**config.mk**
```make
export PLATFORM = sky130hd
export DESIGN_NAME = midi_byte_to_usb_event_packer
export DESIGN_NICKNAME = d
export VERILOG_FILES = /design/src/rtl/core/mbup_pkg.sv /design/src/rtl/core/midi_byte_to_usb_event_packer.sv
export SDC_FILE = /design/constraint.sdc
export NUM_CORES = 1
export LEC_CHECK = 0
export BUFFER_PORTS_ARGS = -buffer_cell sky130_fd_sc_hd__buf_2
export CAP_MARGIN = 5
export CELL_PAD_IN_SITES_DETAIL_PLACEMENT = 0
export CELL_PAD_IN_SITES_GLOBAL_PLACEMENT = 1
export CORE_MARGIN = 3
export CORE_UTILIZATION = 40
export DETAILED_ROUTE_END_ITERATION = 10
export PLACE_DENSITY = 0.71
export SYNTH_ARGS = -nofsm -noshare
export SYNTH_HDL_FRONTEND = slang
export SYNTH_SLANG_ARGS = --single-unit
export TNS_END_PERCENT = 10
```
**constraint.sdc**
```tcl
create_clock -name clk -period 10.2 [get_ports clk]
set_input_delay 1.53 -clock clk [delete_from_list [all_inputs] [get_ports clk]]
set_output_delay 1.53 -clock clk [all_outputs]
set_load 0.05 [all_outputs]
```
**src/rtl/core/mbup_pkg.sv**
```systemverilog
// ----------------------------------------------------------------------------
// MIDI byte to USB event packer package
// Shared constants and the per-cable parser state type.
// ----------------------------------------------------------------------------
package mbup_pkg;

    // Number of MIDI-IN jacks; the cable field is fixed at two bits
    localparam int CABLES      = 4;
    localparam int CABLE_W     = 2;
    localparam int CABLE_OUT_W = 4;
    localparam int CIDX_W      = (CABLES > 1) ? $clog2(CABLES) : 1;

    // Parser phase codes
    localparam logic [2:0] PH_IDLE  = 3'd0;
    localparam logic [2:0] PH_WAIT1 = 3'd1;
    localparam logic [2:0] PH_WAIT2 = 3'd2;
    localparam logic [2:0] PH_SYSEX = 3'd3;
    localparam logic [2:0] PH_DONE  = 3'd4;

    // Message kind codes
    localparam logic [2:0] KIND_NONE  = 3'd0;
    localparam logic [2:0] KIND_ONE   = 3'd1;
    localparam logic [2:0] KIND_TWO   = 3'd2;
    localparam logic [2:0] KIND_THREE = 3'd3;
    localparam logic [2:0] KIND_SYSEX = 3'd4;

    // MIDI status bytes with special handling
    localparam logic [7:0] ST_SYSEX_START = 8'hF0;
    localparam logic [7:0] ST_MTC_QFRAME  = 8'hF1;
    localparam logic [7:0] ST_SONG_POS    = 8'hF2;
    localparam logic [7:0] ST_SONG_SEL    = 8'hF3;
    localparam logic [7:0] ST_FIRST_ONE   = 8'hF4;
    localparam logic [7:0] ST_SYSEX_END   = 8'hF7;
    localparam logic [7:0] ST_PROG_CHANGE = 8'hC0;
    localparam logic [7:0] ST_PITCH_BEND  = 8'hE0;

    // USB-MIDI code index numbers
    localparam logic [3:0] CIN_SYS_TWO    = 4'h2;
    localparam logic [3:0] CIN_SYS_THREE  = 4'h3;
    localparam logic [3:0] CIN_SYSEX_CONT = 4'h4;
    localparam logic [3:0] CIN_SYSEX_END1 = 4'h5;
    localparam logic [3:0] CIN_SYSEX_END2 = 4'h6;
    localparam logic [3:0] CIN_SYSEX_END3 = 4'h7;
    localparam logic [3:0] CIN_SINGLE     = 4'hF;

    // Per-cable parser state, one memory word
    typedef struct packed {
        logic [2:0] parse_phase;
        logic [2:0] message_kind;
        logic       system_flag;
        logic [7:0] held_first;
        logic [7:0] held_second;
        logic [1:0] sysex_held_count;
    } parser_state_t;

    localparam parser_state_t STATE_RESET = '0;

endpackage

```
**src/rtl/core/midi_byte_to_usb_event_packer.sv**
```systemverilog
// ----------------------------------------------------------------------------
// MIDI byte to USB event packer
// Parses tagged serial MIDI bytes per cable and builds USB-MIDI event packets.
// ----------------------------------------------------------------------------
// Usage:
//   Byte channel (byte_valid / byte_stall): one beat carries a received MIDI
//   byte (rx_byte) and the cable (MIDI-IN jack) it came from. Packet channel
//   (packet_valid / packet_stall): one beat carries a USB-MIDI event packet:
//   cable_out, code_index and byte1..byte3, unused bytes zero. A byte yields
//   zero or one packet.
//   Output: packet_valid rises as the completing byte leaves the parse stage
//   and its packet is written into the output register.
//   Throughput: one byte per cycle while byte_stall is low. Per-cable state
//   sits in a 4-word memory with a registered read; a byte reads its cable's
//   word when taken and writes it back when it leaves the parse stage; a byte
//   for its cable right behind uses the forwarded write, not the stale read.
//   Reset: all parsers return to idle at once; a valid bit per word makes an
//   unwritten word read as the idle state, so no clearing pass is needed.
//   Stall: while packet_stall holds a packet, a byte that would emit another
//   waits in the parse stage and byte_stall rises; bytes that emit nothing
//   pass through regardless.
// ----------------------------------------------------------------------------
module midi_byte_to_usb_event_packer (
    input  logic                               clk,
    input  logic                               rst_n,
    input  logic                               byte_valid,
    output logic                               byte_stall,
    input  logic [mbup_pkg::CABLE_W-1:0]       cable,
    input  logic [7:0]                         rx_byte,
    output logic                               packet_valid,
    input  logic                               packet_stall,
    output logic [mbup_pkg::CABLE_OUT_W-1:0]   cable_out,
    output logic [3:0]                         code_index,
    output logic [7:0]                         byte1,
    output logic [7:0]                         byte2,
    output logic [7:0]                         byte3
);

    // Parser state memory, one word per cable, with reset-cleared valid bits
    mbup_pkg::parser_state_t state_mem [mbup_pkg::CABLES];
    logic [mbup_pkg::CABLES-1:0] entry_valid_reg;

    // Parse stage registers
    logic                           s1_valid_reg;
    logic [mbup_pkg::CABLE_W-1:0]   s1_cable_reg;
    logic [7:0]                     s1_byte_reg;
    mbup_pkg::parser_state_t        rd_data_reg;
    logic                           rd_valid_reg;
    logic                           fwd_reg;
    mbup_pkg::parser_state_t        wr_data_reg;

    // Output register
    logic                           packet_valid_reg;
    logic [mbup_pkg::CABLE_OUT_W-1:0] cable_out_reg;
    logic [3:0]                     code_index_reg;
    logic [7:0]                     byte1_reg;
    logic [7:0]                     byte2_reg;
    logic [7:0]                     byte3_reg;

    logic                           byte_accept;
    logic                           cable_ok;
    logic                           s1_ok;
    logic                           s1_adv;
    logic                           s1_write;
    logic [mbup_pkg::CIDX_W-1:0]    rd_idx;
    logic [mbup_pkg::CIDX_W-1:0]    wr_idx;
    mbup_pkg::parser_state_t        cur;
    mbup_pkg::parser_state_t        nxt;
    logic                           emit;
    logic [3:0]                     emit_cin;
    logic [7:0]                     emit_b1;
    logic [7:0]                     emit_b2;
    logic [7:0]                     emit_b3;
    logic [3:0]                     msg_cin;

    assign rd_idx = mbup_pkg::CIDX_W'(cable);
    assign wr_idx = mbup_pkg::CIDX_W'(s1_cable_reg);
    assign cable_ok = (int'(cable) < mbup_pkg::CABLES);
    assign s1_ok = (int'(s1_cable_reg) < mbup_pkg::CABLES);

    // Current word: forwarded write, else memory, else idle if never written
    always_comb
    begin
        if (fwd_reg)
            cur = wr_data_reg;
        else if (rd_valid_reg)
            cur = rd_data_reg;
        else
            cur = mbup_pkg::STATE_RESET;
    end

    // Code index of a completed channel or system common message
    always_comb
    begin
        if (cur.system_flag)
            msg_cin = (cur.message_kind == mbup_pkg::KIND_THREE) ?
                      mbup_pkg::CIN_SYS_THREE : mbup_pkg::CIN_SYS_TWO;
        else
            msg_cin = cur.held_first[7:4];
    end

    // Parser step for one byte
    always_comb
    begin
        nxt      = cur;
        emit     = 1'b0;
        emit_cin = '0;
        emit_b1  = '0;
        emit_b2  = '0;
        emit_b3  = '0;
        if (s1_byte_reg[7])
        begin
            if (s1_byte_reg == mbup_pkg::ST_SYSEX_END)
            begin
                nxt.parse_phase      = mbup_pkg::PH_IDLE;
                nxt.system_flag      = 1'b1;
                nxt.sysex_held_count = 2'd0;
                if (cur.parse_phase == mbup_pkg::PH_SYSEX)
                begin
                    // Close the SysEx with whatever bytes are held
                    nxt.message_kind = mbup_pkg::KIND_SYSEX;
                    emit = 1'b1;
                    if (cur.sysex_held_count == 2'd0)
                    begin
                        emit_cin = mbup_pkg::CIN_SYSEX_END1;
                        emit_b1  = mbup_pkg::ST_SYSEX_END;
                    end
                    else if (cur.sysex_held_count == 2'd1)
                    begin
                        emit_cin = mbup_pkg::CIN_SYSEX_END2;
                        emit_b1  = cur.held_first;
                        emit_b2  = mbup_pkg::ST_SYSEX_END;
                    end
                    else
                    begin
                        emit_cin = mbup_pkg::CIN_SYSEX_END3;
                        emit_b1  = cur.held_first;
                        emit_b2  = cur.held_second;
                        emit_b3  = mbup_pkg::ST_SYSEX_END;
                    end
                end
                else
                    nxt.message_kind = mbup_pkg::KIND_NONE;
            end
            else if (s1_byte_reg >= mbup_pkg::ST_FIRST_ONE)
            begin
                // Single-byte system message goes out at once
                nxt.held_first       = s1_byte_reg;
                nxt.parse_phase      = mbup_pkg::PH_IDLE;
                nxt.message_kind     = mbup_pkg::KIND_ONE;
                nxt.system_flag      = 1'b1;
                nxt.sysex_held_count = 2'd0;
                emit     = 1'b1;
                emit_cin = mbup_pkg::CIN_SINGLE;
                emit_b1  = s1_byte_reg;
            end
            else
            begin
                // Any other status starts a new message and drops a SysEx
                nxt.held_first       = s1_byte_reg;
                nxt.held_second      = 8'd0;
                nxt.sysex_held_count = 2'd0;
                nxt.parse_phase      = mbup_pkg::PH_WAIT1;
                if (s1_byte_reg == mbup_pkg::ST_SYSEX_START)
                begin
                    nxt.message_kind     = mbup_pkg::KIND_SYSEX;
                    nxt.system_flag      = 1'b1;
                    nxt.parse_phase      = mbup_pkg::PH_SYSEX;
                    nxt.sysex_held_count = 2'd1;
                end
                else if (s1_byte_reg == mbup_pkg::ST_MTC_QFRAME ||
                         s1_byte_reg == mbup_pkg::ST_SONG_SEL)
                begin
                    nxt.message_kind = mbup_pkg::KIND_TWO;
                    nxt.system_flag  = 1'b1;
                end
                else if (s1_byte_reg == mbup_pkg::ST_SONG_POS)
                begin
                    nxt.message_kind = mbup_pkg::KIND_THREE;
                    nxt.system_flag  = 1'b1;
                end
                else if (s1_byte_reg >= mbup_pkg::ST_PROG_CHANGE &&
                         s1_byte_reg <  mbup_pkg::ST_PITCH_BEND)
                begin
                    nxt.message_kind = mbup_pkg::KIND_TWO;
                    nxt.system_flag  = 1'b0;
                end
                else
                begin
                    nxt.message_kind = mbup_pkg::KIND_THREE;
                    nxt.system_flag  = 1'b0;
                end
            end
        end
        else
        begin
            unique case (cur.parse_phase) inside
                mbup_pkg::PH_WAIT1, mbup_pkg::PH_DONE:
                begin
                    // Running status applies only after a channel message
                    if (!(cur.parse_phase == mbup_pkg::PH_DONE && cur.system_flag))
                    begin
                        nxt.held_second = s1_byte_reg;
                        if (cur.message_kind == mbup_pkg::KIND_THREE)
                            nxt.parse_phase = mbup_pkg::PH_WAIT2;
                        else if (cur.message_kind == mbup_pkg::KIND_TWO)
                        begin
                            nxt.parse_phase = cur.system_flag ?
                                              mbup_pkg::PH_IDLE : mbup_pkg::PH_DONE;
                            emit     = 1'b1;
                            emit_cin = msg_cin;
                            emit_b1  = cur.held_first;
                            emit_b2  = s1_byte_reg;
                        end
                        else
                            nxt.parse_phase = mbup_pkg::PH_IDLE;
                    end
                end
                mbup_pkg::PH_WAIT2:
                begin
                    if (cur.message_kind != mbup_pkg::KIND_THREE)
                        nxt.parse_phase = mbup_pkg::PH_IDLE;
                    else
                    begin
                        nxt.parse_phase = cur.system_flag ?
                                          mbup_pkg::PH_IDLE : mbup_pkg::PH_DONE;
                        emit     = 1'b1;
                        emit_cin = msg_cin;
                        emit_b1  = cur.held_first;
                        emit_b2  = cur.held_second;
                        emit_b3  = s1_byte_reg;
                    end
                end
                mbup_pkg::PH_SYSEX:
                begin
                    // Hold two bytes, send a packet on the third
                    if (cur.sysex_held_count == 2'd0)
                    begin
                        nxt.held_first       = s1_byte_reg;
                        nxt.sysex_held_count = 2'd1;
                    end
                    else if (cur.sysex_held_count == 2'd1)
                    begin
                        nxt.held_second      = s1_byte_reg;
                        nxt.sysex_held_count = 2'd2;
                    end
                    else
                    begin
                        nxt.sysex_held_count = 2'd0;
                        emit     = 1'b1;
                        emit_cin = mbup_pkg::CIN_SYSEX_CONT;
                        emit_b1  = cur.held_first;
                        emit_b2  = cur.held_second;
                        emit_b3  = s1_byte_reg;
                    end
                end
                default:
                begin
                    // Drop stray data while idle
                end
            endcase
        end
    end

    // Advance the parse stage unless its packet has no room
    assign s1_adv      = s1_valid_reg && (!(emit && s1_ok) || !packet_valid_reg ||
                                          !packet_stall);
    assign s1_write    = s1_adv && s1_ok;
    assign byte_stall  = s1_valid_reg && !s1_adv;
    assign byte_accept = byte_valid && !byte_stall;

    always_ff @(posedge clk or negedge rst_n)
    begin
        if (!rst_n)
        begin
            s1_valid_reg     <= 1'b0;
            packet_valid_reg <= 1'b0;
            entry_valid_reg  <= '0;
            fwd_reg          <= 1'b0;
        end
        else
        begin
            if (byte_accept)
            begin
                s1_valid_reg <= 1'b1;
                fwd_reg      <= s1_write && (s1_cable_reg == cable);
            end
            else if (s1_adv)
                s1_valid_reg <= 1'b0;

            if (s1_write)
                entry_valid_reg[wr_idx] <= 1'b1;

            if (s1_write && emit)
                packet_valid_reg <= 1'b1;
            else if (!packet_stall)
                packet_valid_reg <= 1'b0;
        end
    end

    // State memory: read at accept, write back on advance
    always_ff @(posedge clk)
    begin
        if (s1_write)
        begin
            state_mem[wr_idx] <= nxt;
            wr_data_reg       <= nxt;
        end
        if (byte_accept)
        begin
            if (cable_ok)
                rd_data_reg <= state_mem[rd_idx];
            rd_valid_reg <= cable_ok && entry_valid_reg[rd_idx];
            s1_cable_reg <= cable;
            s1_byte_reg  <= rx_byte;
        end
    end

    // Packet payload
    always_ff @(posedge clk)
    begin
        if (s1_write && emit)
        begin
            cable_out_reg  <= mbup_pkg::CABLE_OUT_W'(s1_cable_reg);
            code_index_reg <= emit_cin;
            byte1_reg      <= emit_b1;
            byte2_reg      <= emit_b2;
            byte3_reg      <= emit_b3;
        end
    end

    assign packet_valid = packet_valid_reg;
    assign cable_out    = cable_out_reg;
    assign code_index   = code_index_reg;
    assign byte1        = byte1_reg;
    assign byte2        = byte2_reg;
    assign byte3        = byte3_reg;

endmodule

```
==> results of run 1 <==
## worst max-delay path, cell delays in order, from the launching register on
cell	delay, ns
dfrtp_1	0.36
buf_4	0.27
nand3b_1	0.32
and2_1	0.33
a2111oi_4	0.54
o21bai_2	0.21
and2_1	0.26
nor2_1	0.12
buf_2	0.27
## synthesized netlist by cell type (all sizes together), types with 4 or more instances
cell type,n
nor2,24
nand2,30
clkbuf,14
nand3,9
mux4,26
and2,9
a21oi,18
mux2i,9
nand3b,6
and3,5
buf,14
a22o,11
o22ai,8
a221o,5
nand2b,8
dfrtp,7
edfxtp,191
o21ai,25
inv,6
a22oi,14
nor2b,4
a21o,9
## where the power goes
part / switching [mW] / internal [mW] / leakage, nW / total (mW)
Sequential: 0.0225 / 0.962 / 1.87 / 0.984
Clock: 0.285 / 0.335 / 0.256 / 0.620
Combinational: 0.130 / 0.0605 / 1.03 / 0.190
Total: 0.437 / 1.36 / 3.16 / 1.79
## area by class of cell
| type | instances | area [um2] |
|---|---|---|
| clock buffers | 19 | 433 |
| clock inverters | 11 | 100 |
| fillers | 1691 | 10600 |
| inverters | 6 | 22.5 |
| multi-input cells | 272 | 2200 |
| flip-flops and latches | 198 | 5910 |
| well taps | 265 | 332 |
| repair buffers | 51 | 270 |
## kinds of logic (layout without fill, tap and decap cells)
| family | after synthesis | in the layout | share of synthesized area, % |
|---|---|---|---|
| mux | 38 | 38 | 8.74 |
| buf+inv | 34 | 87 | 2.05 |
| simple gates | 112 | 112 | 7.17 |
| flops | 198 | 198 | 71.6 |
| other cells | 1 | 2 | 0.0454 |
| xor+xnor | 3 | 3 | 0.318 |
| compound gates | 117 | 117 | 10.1 |
## layout by cell type, fill, tap and decap left out, drive strengths merged, types with 4 or more instances in the layout
cell type	n
a21o	9
a21oi	18
a221o	5
a22o	11
a22oi	14
and2	9
and3	5
buf	51
clkbuf	19
clkinv	5
dfrtp	7
edfxtp	191
inv	9
mux2i	9
mux4	26
nand2	30
nand2b	8
nand3	9
nand3b	6
nor2	24
nor2b	4
o21ai	25
o22ai	8
## metal layers
metal / track usage (%) / wire (um)
met3: 2.94 / 715
met1: 23.7 / 8420
met2: 27.3 / 8770
met4: 5.17 / 229
met5: 0 / 0
## worst min-delay path by stage
stage | startpoint | endpoint | depth (start not counted)
after floorplan | entry_valid_reg[1]$_DFFE_PN0N_ | entry_valid_reg[1]$_DFFE_PN0N_ | 1
after global placement | entry_valid_reg[1]$_DFFE_PN0N_ | entry_valid_reg[1]$_DFFE_PN0N_ | 1
after detailed placement | entry_valid_reg[1]$_DFFE_PN0N_ | entry_valid_reg[1]$_DFFE_PN0N_ | 1
after CTS | entry_valid_reg[1]$_DFFE_PN0N_ | entry_valid_reg[1]$_DFFE_PN0N_ | 1
after global routing | entry_valid_reg[1]$_DFFE_PN0N_ | entry_valid_reg[1]$_DFFE_PN0N_ | 1
final | entry_valid_reg[1]$_DFFE_PN0N_ | entry_valid_reg[1]$_DFFE_PN0N_ | 1
## per-stage QoR
step	utilization (%)	instances	instance area (um2)	worst slack, ns
after global routing	46.7	822	9270	5.38
after floorplan	-	504	8260	6.15
after detailed placement	44.0	792	8740	6.00
after global placement	44.0	792	8740	6.08
final	46.7	822	9270	5.54
after CTS	46.7	822	9270	5.52
==> results.sh, run 1 <==
export IMPL_status="complete, no violations"
export IMPL_dp_hpwl_um=11800
export IMPL_async_reset_ff_share_pct=3.54
export IMPL_worstPathRequired_ns=8.67
export IMPL_postSynthAreaPerCell_um2=16.4
export IMPL_yosysSeqAreaShare_pct=71.6
export IMPL_clockBufferDepth=2
export IMPL_synth_edf_count=191
export IMPL_clkLatencyLatePin_ns=0.43
export IMPL_fmax_ghz=0.214
export IMPL_grt_max_degree=49
export IMPL_drt_first_pass_iters=4
export IMPL_slew_viol_final=0
export IMPL_synth_seq_cells=198
export IMPL_yosys_most_used_dff="edfxtp_1"
export IMPL_syn_inst=503
export IMPL_io_pins=48
export IMPL_ctsHoldBuffers=0
export IMPL_critical_path_arrival_ns=3.14
export IMPL_relSlewSlack_pct=25.8
export IMPL_crit_fanout=48
export IMPL_largest_reg_flops=100
export IMPL_hold_path_class="reg2reg"
export IMPL_setup_tns_ns=0
export IMPL_ys_types=63
export IMPL_period_share_pct=45.7
export IMPL_core_area_mm2=0.0198
export IMPL_dieArea_mm2=0.0224
export IMPL_gp_congestion=0.877
export IMPL_h_tree_depth=4
export IMPL_num_vias=4614
export IMPL_r2r_cells=8
export IMPL_timing_rr_end="rd_data_reg[21]$_DFFE_PP_"
export IMPL_clk_pin_slew_worst_paths_ns=0.07
export IMPL_antennaDiodeCount=0
export IMPL_start_util_pct=41.6
export IMPL_ctsResizeCount=0
export IMPL_startpoint="fwd_reg$_DFFE_PN0P_"
export IMPL_timing_hold_violations_final=0
export IMPL_worst_slew_pin_transition_ns=1.10
export IMPL_yosys_area_top_type_share_pct=69.5
export IMPL_synth_cell_area_mm2=0.00826
export IMPL_grt_pass1_wl_um=28100
export IMPL_synth_top_cells_by_area="edfxtp_1 (69%), mux4_2 (7.1%), dfrtp_1 (2.1%)"
export IMPL_p_leak_nw=3.16
export IMPL_r2r_slack_ns=6.72
export IMPL_die_h_um=150
export IMPL_grt_pass1_vias=4603
export IMPL_cp_start_kind="register"
export IMPL_nets=560
export IMPL_finClkSkew_ns=0.00973
export IMPL_cts_root_buf="clkbuf_16"
export IMPL_cts_tree="built"
export IMPL_rsz0062_at_grt="false"
export IMPL_endpoint="byte_stall"
export IMPL_setup_viol=0
export IMPL_detail_route_wl_per_cell_um=22.1
export IMPL_routed_wirelength_um=18100
export IMPL_maxCapViolations=0
export IMPL_drt_iter0_drc=453
export IMPL_crit_path_end_kind="output pin"
export IMPL_io_buffers=45
export IMPL_crit_type="reg2out"
export IMPL_drt_vias_per_instance=5.61
export IMPL_cts_buffers=17
export IMPL_fp_dieW_um=150
export IMPL_rows=51
export IMPL_r2r_start="fwd_reg$_DFFE_PN0P_"
export IMPL_drive_above_1_share_pct=21.5
export IMPL_yosys_area_top_type="edfxtp_1"
export IMPL_grt_use_total_pct=16.9
export IMPL_area_delta_synth_final_pct=12.3
export IMPL_grt_overflow_total=0
export IMPL_power_total_mw=1.79
export IMPL_drc=0
export IMPL_antenna_left=0
export IMPL_ys_warn_count=0
export IMPL_cts_sinks=198
export IMPL_whs_ns=0.463
export IMPL_period_needed_ns=4.66
export IMPL_p_per_area_mw_per_mm2=194
export IMPL_vdd_drop_max_v=0.0000934
export IMPL_antenna_found_initial=0
export IMPL_post_cts_buffers=0
No activity file was read; power rests on OpenSTA's default activity.
==> run 2, diff against run 1 <==
- ABC_AREA: not set -> 1
- PLACE_DENSITY: 0.71 -> 0.76
- clock period: 10.2 -> 4 ns (I/O delays scaled with it)
==> run 2 against run 1 <==
Via count is 17% higher. Sequential power is 150% higher. Register-to-register slack worse by 5.8 ns. Worst setup slack worse by 5.0 ns. Sequential share of layout area is 1.0 points lower. Critical endpoint unchanged. Largest power group unchanged.
==> results.sh, run 2 <==
export IMPL_cts_tree="built"
export IMPL_mostFrequentLayoutCell="edfxtp_1"
export IMPL_grt_pass1_vias=5260
export IMPL_crit_path_end_kind="output pin"
export IMPL_timing_rr_end="byte2[5]$_DFFE_PP_"
export IMPL_async_reset_ff_share_pct=3.54
export IMPL_relSlewSlack_pct=42.6
export IMPL_syn_inst=671
export IMPL_synth_seq_cells=198
export IMPL_post_cts_buffers=0
export IMPL_r2r_cells=15
export IMPL_period_needed_ns=3.50
export IMPL_h_tree_depth=4
export IMPL_io_buffers=45
export IMPL_die_h_um=150
export IMPL_detail_route_wl_per_cell_um=19.5
export IMPL_grt_pass1_wl_um=30000
export IMPL_area_delta_synth_final_pct=13.8
export IMPL_ctsHoldBuffers=1
export IMPL_rsz0062_at_grt="false"
export IMPL_drt_first_pass_iters=5
export IMPL_drc=0
export IMPL_slew_viol_final=0
export IMPL_routed_wirelength_um=19500
export IMPL_ctsResizeCount=0
export IMPL_yosys_area_top_type="edfxtp_1"
export IMPL_maxCapViolations=0
export IMPL_fp_dieW_um=150
export IMPL_whs_ns=0.341
export IMPL_clk_pin_slew_worst_paths_ns=0.07
export IMPL_start_util_pct=41.6
export IMPL_antenna_left=0
export IMPL_p_per_area_mw_per_mm2=476
export IMPL_crit_chain="nand2_1 > inv_1 > nand3_1 > nor2_1 > nand2_1 > nand2_1 > inv_1 > nand2_4 > nand3_2 > inv_1 > buf_2"
export IMPL_slowest_stage="edfxtp_1"
export IMPL_p_leak_nw=3.49
export IMPL_startpoint="s1_byte_reg[6]$_DFFE_PP_"
export IMPL_fmax_ghz=0.286
export IMPL_num_vias=5380
export IMPL_grt_max_degree=35
export IMPL_setup_tns_ns=0
export IMPL_rows=51
export IMPL_yosys_most_used_dff="edfxtp_1"
export IMPL_crit_type="reg2out"
export IMPL_ys_warn_count=0
export IMPL_fin_cells=1000
export IMPL_nets=736
export IMPL_ys_types=41
export IMPL_worstHoldPathCells=1
export IMPL_yosys_area_top_type_share_pct=69.3
export IMPL_yosysSeqAreaShare_pct=71.4
export IMPL_io_pins=48
export IMPL_timing_hold_violations_final=0
export IMPL_dieArea_mm2=0.0225
export IMPL_grt_use_total_pct=17.9
export IMPL_synth_top_cells_by_area="edfxtp_1 (69%), o21ai_0 (5.7%), nor2_1 (4.0%)"
export IMPL_drive_above_1_share_pct=16.5
export IMPL_endpoint="byte_stall"
export IMPL_max_stage_delay_ns=0.53
export IMPL_n_fill_cell=1771
export IMPL_drt_iter0_drc=499
export IMPL_worstPathRequired_ns=3.40
export IMPL_clockBufferDepth=2
export IMPL_yosysMostFrequentCell="edfxtp_1"
export IMPL_cp_start_kind="register"
export IMPL_clkLatencyLatePin_ns=0.43
export IMPL_antenna_found_initial=0
export IMPL_cts_buffers=17
export IMPL_crit_fanout=7
export IMPL_antennaDiodeCount=0
export IMPL_critical_path_arrival_ns=2.90
export IMPL_r2r_slack_ns=0.91
export IMPL_period_share_pct=87.5
export IMPL_layout_common_cells="edfxtp_1 (191), o21ai_0 (94), nor2_1 (85)"
export IMPL_cts_root_buf="clkbuf_16"
export IMPL_status="complete, no violations"
export IMPL_postSynthAreaPerCell_um2=12.3
export IMPL_vdd_drop_max_v=0.000238
export IMPL_dp_cells=967
export IMPL_synth_common_cells="edfxtp_1 (191), o21ai_0 (94), nor2_1 (89)"
export IMPL_hold_path_class="in2reg"
export IMPL_worst_slew_pin_transition_ns=0.859
export IMPL_dp_hpwl_um=13800
export IMPL_cts_sinks=198
export IMPL_gp_congestion=0.911
export IMPL_synth_cell_area_mm2=0.00828
export IMPL_setup_viol=0
export IMPL_synth_edf_count=191
export IMPL_largest_reg_flops=100
export IMPL_grt_overflow_total=0
export IMPL_finClkSkew_ns=0.0138
export IMPL_r2r_start="fwd_reg$_DFFE_PN0P_"
export IMPL_core_area_mm2=0.0199
export IMPL_drt_vias_per_instance=5.38
[run 2: changes by cell type after synthesis, moves of 11 or more]
cell / before / now
o21ai_0: 23 / 94
nor2_1: 24 / 89
inv_1: 6 / 49
nand2_1: 30 / 68
mux4_2: 26 / 0
o22ai_1: 8 / 29
nand2_2: 0 / 11
[run 2: power breakdown]
group | switching, mW | internal [mW]
sequential | 0.0418 | 2.41
clock | 0.776 | 0.812
combinational | 0.331 | 0.107
[run 2: per-stage QoR]
| stage | worst slack (ns) | cell area (um2) | utilization [%] | total power, mW |
|---|---|---|---|---|
| 2_1_floorplan | 0.979 | 8280 | - | 2.78 |
| 3_3_place_gp | 0.955 | 8860 | 44.5 | 2.92 |
| 3_5_place_dp | 0.918 | 8860 | 44.5 | 2.93 |
| 4_1_cts | 0.510 | 9420 | 47.3 | 4.51 |
| 5_1_grt | 0.261 | 9420 | 47.3 | 4.66 |
| 6_report | 0.498 | 9420 | 47.3 | 4.48 |
[run 2: kinds of logic (layout without fill, tap and decap cells)]
logic type	after synthesis	in the layout	share of synthesized area (%)
simple gates	207	207	11.2
flops	198	198	71.4
compound gates	180	180	12.9
buf+inv	82	145	4.14
mux	2	2	0.242
other cells	1	2	0.0453
xor+xnor	1	1	0.106
[run 2: worst min-delay path by stage]
stage	endpoint	start
after global routing	s1_byte_reg[3]$_DFFE_PP_	rx_byte[3]
after global placement	packet_valid$_DFFE_PN0P_	rst_n
final	s1_byte_reg[3]$_DFFE_PP_	rx_byte[3]
after floorplan	entry_valid_reg[0]$_DFFE_PN0N_	rst_n
after detailed placement	packet_valid$_DFFE_PN0P_	rst_n
after CTS	s1_byte_reg[2]$_DFFE_PP_	rx_byte[2]
[run 2: cell type report]
type / instances / area [um2] / area share [%]
multi-input combinational: 392 / 2040 / 21.6
clock inverter: 14 / 115 / 1.22
inverter: 56 / 213 / 2.26
timing repair buffer: 57 / 380 / 4.04
clock buffer: 18 / 429 / 4.56
sequential: 198 / 5910 / 62.8
tap: 265 / 332 / 3.52
[run 2: metal layers]
| metal | wire length (um) | vias up | track usage [%] | part of all wire (%) |
|---|---|---|---|---|
| met5 | 0 | - | 0 | 0 |
| met4 | 377 | 0 | 6.13 | 1.9 |
| met3 | 876 | 28 | 3.60 | 4.5 |
| met2 | 9300 | 150 | 28.5 | 48 |
| met1 | 8920 | 2663 | 24.6 | 46 |
| li1 | - | 2539 | - | - |
[run 2: worst max-delay path: cells and delay by family, from the launching register on]
| kind | cells | cell delay, ns |
|---|---|---|
| and+or+nand+nor | 7 | 1.38 |
| buffers and inverters | 4 | 0.56 |
| DFF | 1 | 0.53 |
==> run 3, diff against run 2 <==
==> constraint.sdc (replaced) <==
create_clock -name clk -period 4 [get_ports clk]
set_input_delay 0.4 -clock clk [delete_from_list [all_inputs] [get_ports clk]]
set_output_delay 0.4 -clock clk [all_outputs]
set_load 0.05 [all_outputs]
==> run 3 against run 2 <==
Global-route usage down 0.32 points. Sequential share of layout area decreased by 0.46 points. Count of clock-buffer cells in the layout decreased by 1. Non-clock buffer count unchanged. Total power rose by 3.7%. Wire length is 2.5% lower. Flip-flop and latch count did not move. Critical path type unchanged. Register-to-register slack got worse by 0.10 ns. Highest routed layer unchanged. Worst setup slack better by 0.20 ns. Via count fell by 0.99%.
==> results.sh, run 3 (synthesized netlist as in run 2, its figures left out) <==
export IMPL_status="complete, no violations"
export IMPL_cts_sinks=198
export IMPL_io_buffers=45
export IMPL_timing_hold_violations_final=0
export IMPL_grt_max_degree=35
export IMPL_h_tree_depth=4
export IMPL_placed_area_mm2=0.00885
export IMPL_final_area_mm2=0.00949
export IMPL_layout_common_cells="edfxtp_1 (191), o21ai_0 (94), nor2_1 (85)"
export IMPL_finClkSkew_ns=0.0129
export IMPL_p_per_area_mw_per_mm2=490
export IMPL_nets=736
export IMPL_rsz0062_at_grt="false"
export IMPL_mostFrequentLayoutCell="edfxtp_1"
export IMPL_post_place_ws_ns=0.854
export IMPL_cp_start_kind="register"
export IMPL_setup_tns_ns=0
export IMPL_maxCapViolations=0
export IMPL_worstPathRequired_ns=3.60
export IMPL_crit_type="reg2out"
export IMPL_vdd_drop_max_v=0.000249
export IMPL_multi_input_area_mm2=0.00204
export IMPL_hold_path_class="in2reg"
export IMPL_fin_cells=1000
export IMPL_wl_met3_um=1090
export IMPL_route_met2_wl_um=8810
export IMPL_routed_top_layer="met4"
export IMPL_rows=51
export IMPL_num_vias=5327
export IMPL_period_share_pct=82.4
export IMPL_period_needed_ns=3.30
export IMPL_crit_fanout=18
export IMPL_drt_vias_per_instance=5.33
export IMPL_slew_viol_final=0
export IMPL_drt_first_pass_iters=5
export IMPL_dieArea_mm2=0.0225
export IMPL_drc=0
export IMPL_cts_root_buf="clkbuf_16"
export IMPL_crit_path_end_kind="output pin"
export IMPL_fp_dieW_um=150
export IMPL_n_fill_cell=1765
export IMPL_cts_tree="built"
export IMPL_area_delta_synth_final_pct=14.6
export IMPL_relSlewSlack_pct=42.2
export IMPL_layout_setup_ws_ns=0.703
export IMPL_dp_hpwl_um=13600
export IMPL_p_leak_nw=3.51
export IMPL_grt_pass1_wl_um=29600
export IMPL_die_h_um=150
export IMPL_dp_cells=967
export IMPL_gp_congestion=0.892
export IMPL_routed_wirelength_um=19000
export IMPL_antenna_left=0
export IMPL_antennaDiodeCount=0
export IMPL_clockBufferDepth=2
export IMPL_seq_area_mm2=0.00591
export IMPL_start_util_pct=41.6
export IMPL_io_pins=48
export IMPL_detail_route_wl_per_cell_um=19.0
export IMPL_drt_iter0_drc=477
export IMPL_core_area_mm2=0.0199
export IMPL_grt_use_total_pct=17.6
export IMPL_worst_slew_pin_transition_ns=0.868
export IMPL_wl_met1_um=8630
export IMPL_grt_pass1_vias=5208
export IMPL_critical_path_arrival_ns=2.90
export IMPL_antenna_found_initial=0
export IMPL_fin_util_pct=47.6
export IMPL_grt_overflow_total=0
export IMPL_fmax_ghz=0.303
export IMPL_clkLatencyLatePin_ns=0.44
export IMPL_post_cts_buffers=0
export IMPL_cts_buffers=17
export IMPL_largest_reg_flops=100
export IMPL_clk_pin_slew_worst_paths_ns=0.08
export IMPL_whs_ns=0.125
export IMPL_power_total_mw=4.65
export IMPL_setup_viol=0
export IMPL_drive_above_1_share_pct=16.9
run 3: layout make-up:
cell class | instances | area share, %
sequential | 198 | 62.3
multi-input combinational | 392 | 21.5
clock buffer | 17 | 4.48
timing repair buffer | 57 | 3.88
tap | 265 | 3.50
inverter | 56 | 2.24
clock inverter | 15 | 2.11
run 3: what timing repair did:
item                                   CTS  global route
hold buffers                             1             0
resized for setup                        0             0
endpoints found under the hold margin    7             0
run 3: layer usage:
layer / track usage, % / up-vias
met5: 0 / -
li1: - / 2532
met1: 24.7 / 2593
met2: 26.9 / 172
met4: 6.82 / 0
met3: 3.69 / 30
run 3: path summary, 6_finish.rpt:
kind,startpoint,end,slack (ns),depth (start not counted)
max,rd_valid_reg$_DFFE_PP_,byte_stall,0.70,13
min,rx_byte[6],s1_byte_reg[6]$_DFFE_PP_,0.13,1
max reg2reg,fwd_reg$_DFFE_PN0P_,byte3[4]$_DFFE_PP_,0.81,15
min reg2reg,entry_valid_reg[3]$_DFFE_PN0N_,entry_valid_reg[3]$_DFFE_PN0N_,0.49,1
max in group asynchronous,rst_n,packet_valid$_DFFE_PN0P_,3.50,2
min in group asynchronous,rst_n,s1_valid_reg$_DFFE_PN0P_,0.32,2
run 3: power breakdown:
part | internal, mW | switching (mW) | total, mW
Clock | 0.909 | 0.853 | 1.76
Sequential | 2.41 | 0.0399 | 2.45
Combinational | 0.106 | 0.328 | 0.434
run 3: critical path: stages, from the launching register on:
cell      delay [ns]
edfxtp_1        0.54
inv_1           0.13
nor2_4          0.35
nand2_1         0.09
nand2_1         0.16
inv_1           0.12
nor2_1          0.19
nor2_2          0.11
nand2_1         0.08
nand2_2         0.07
nand2_4         0.13
nand3_2         0.11
inv_1           0.11
buf_2           0.27
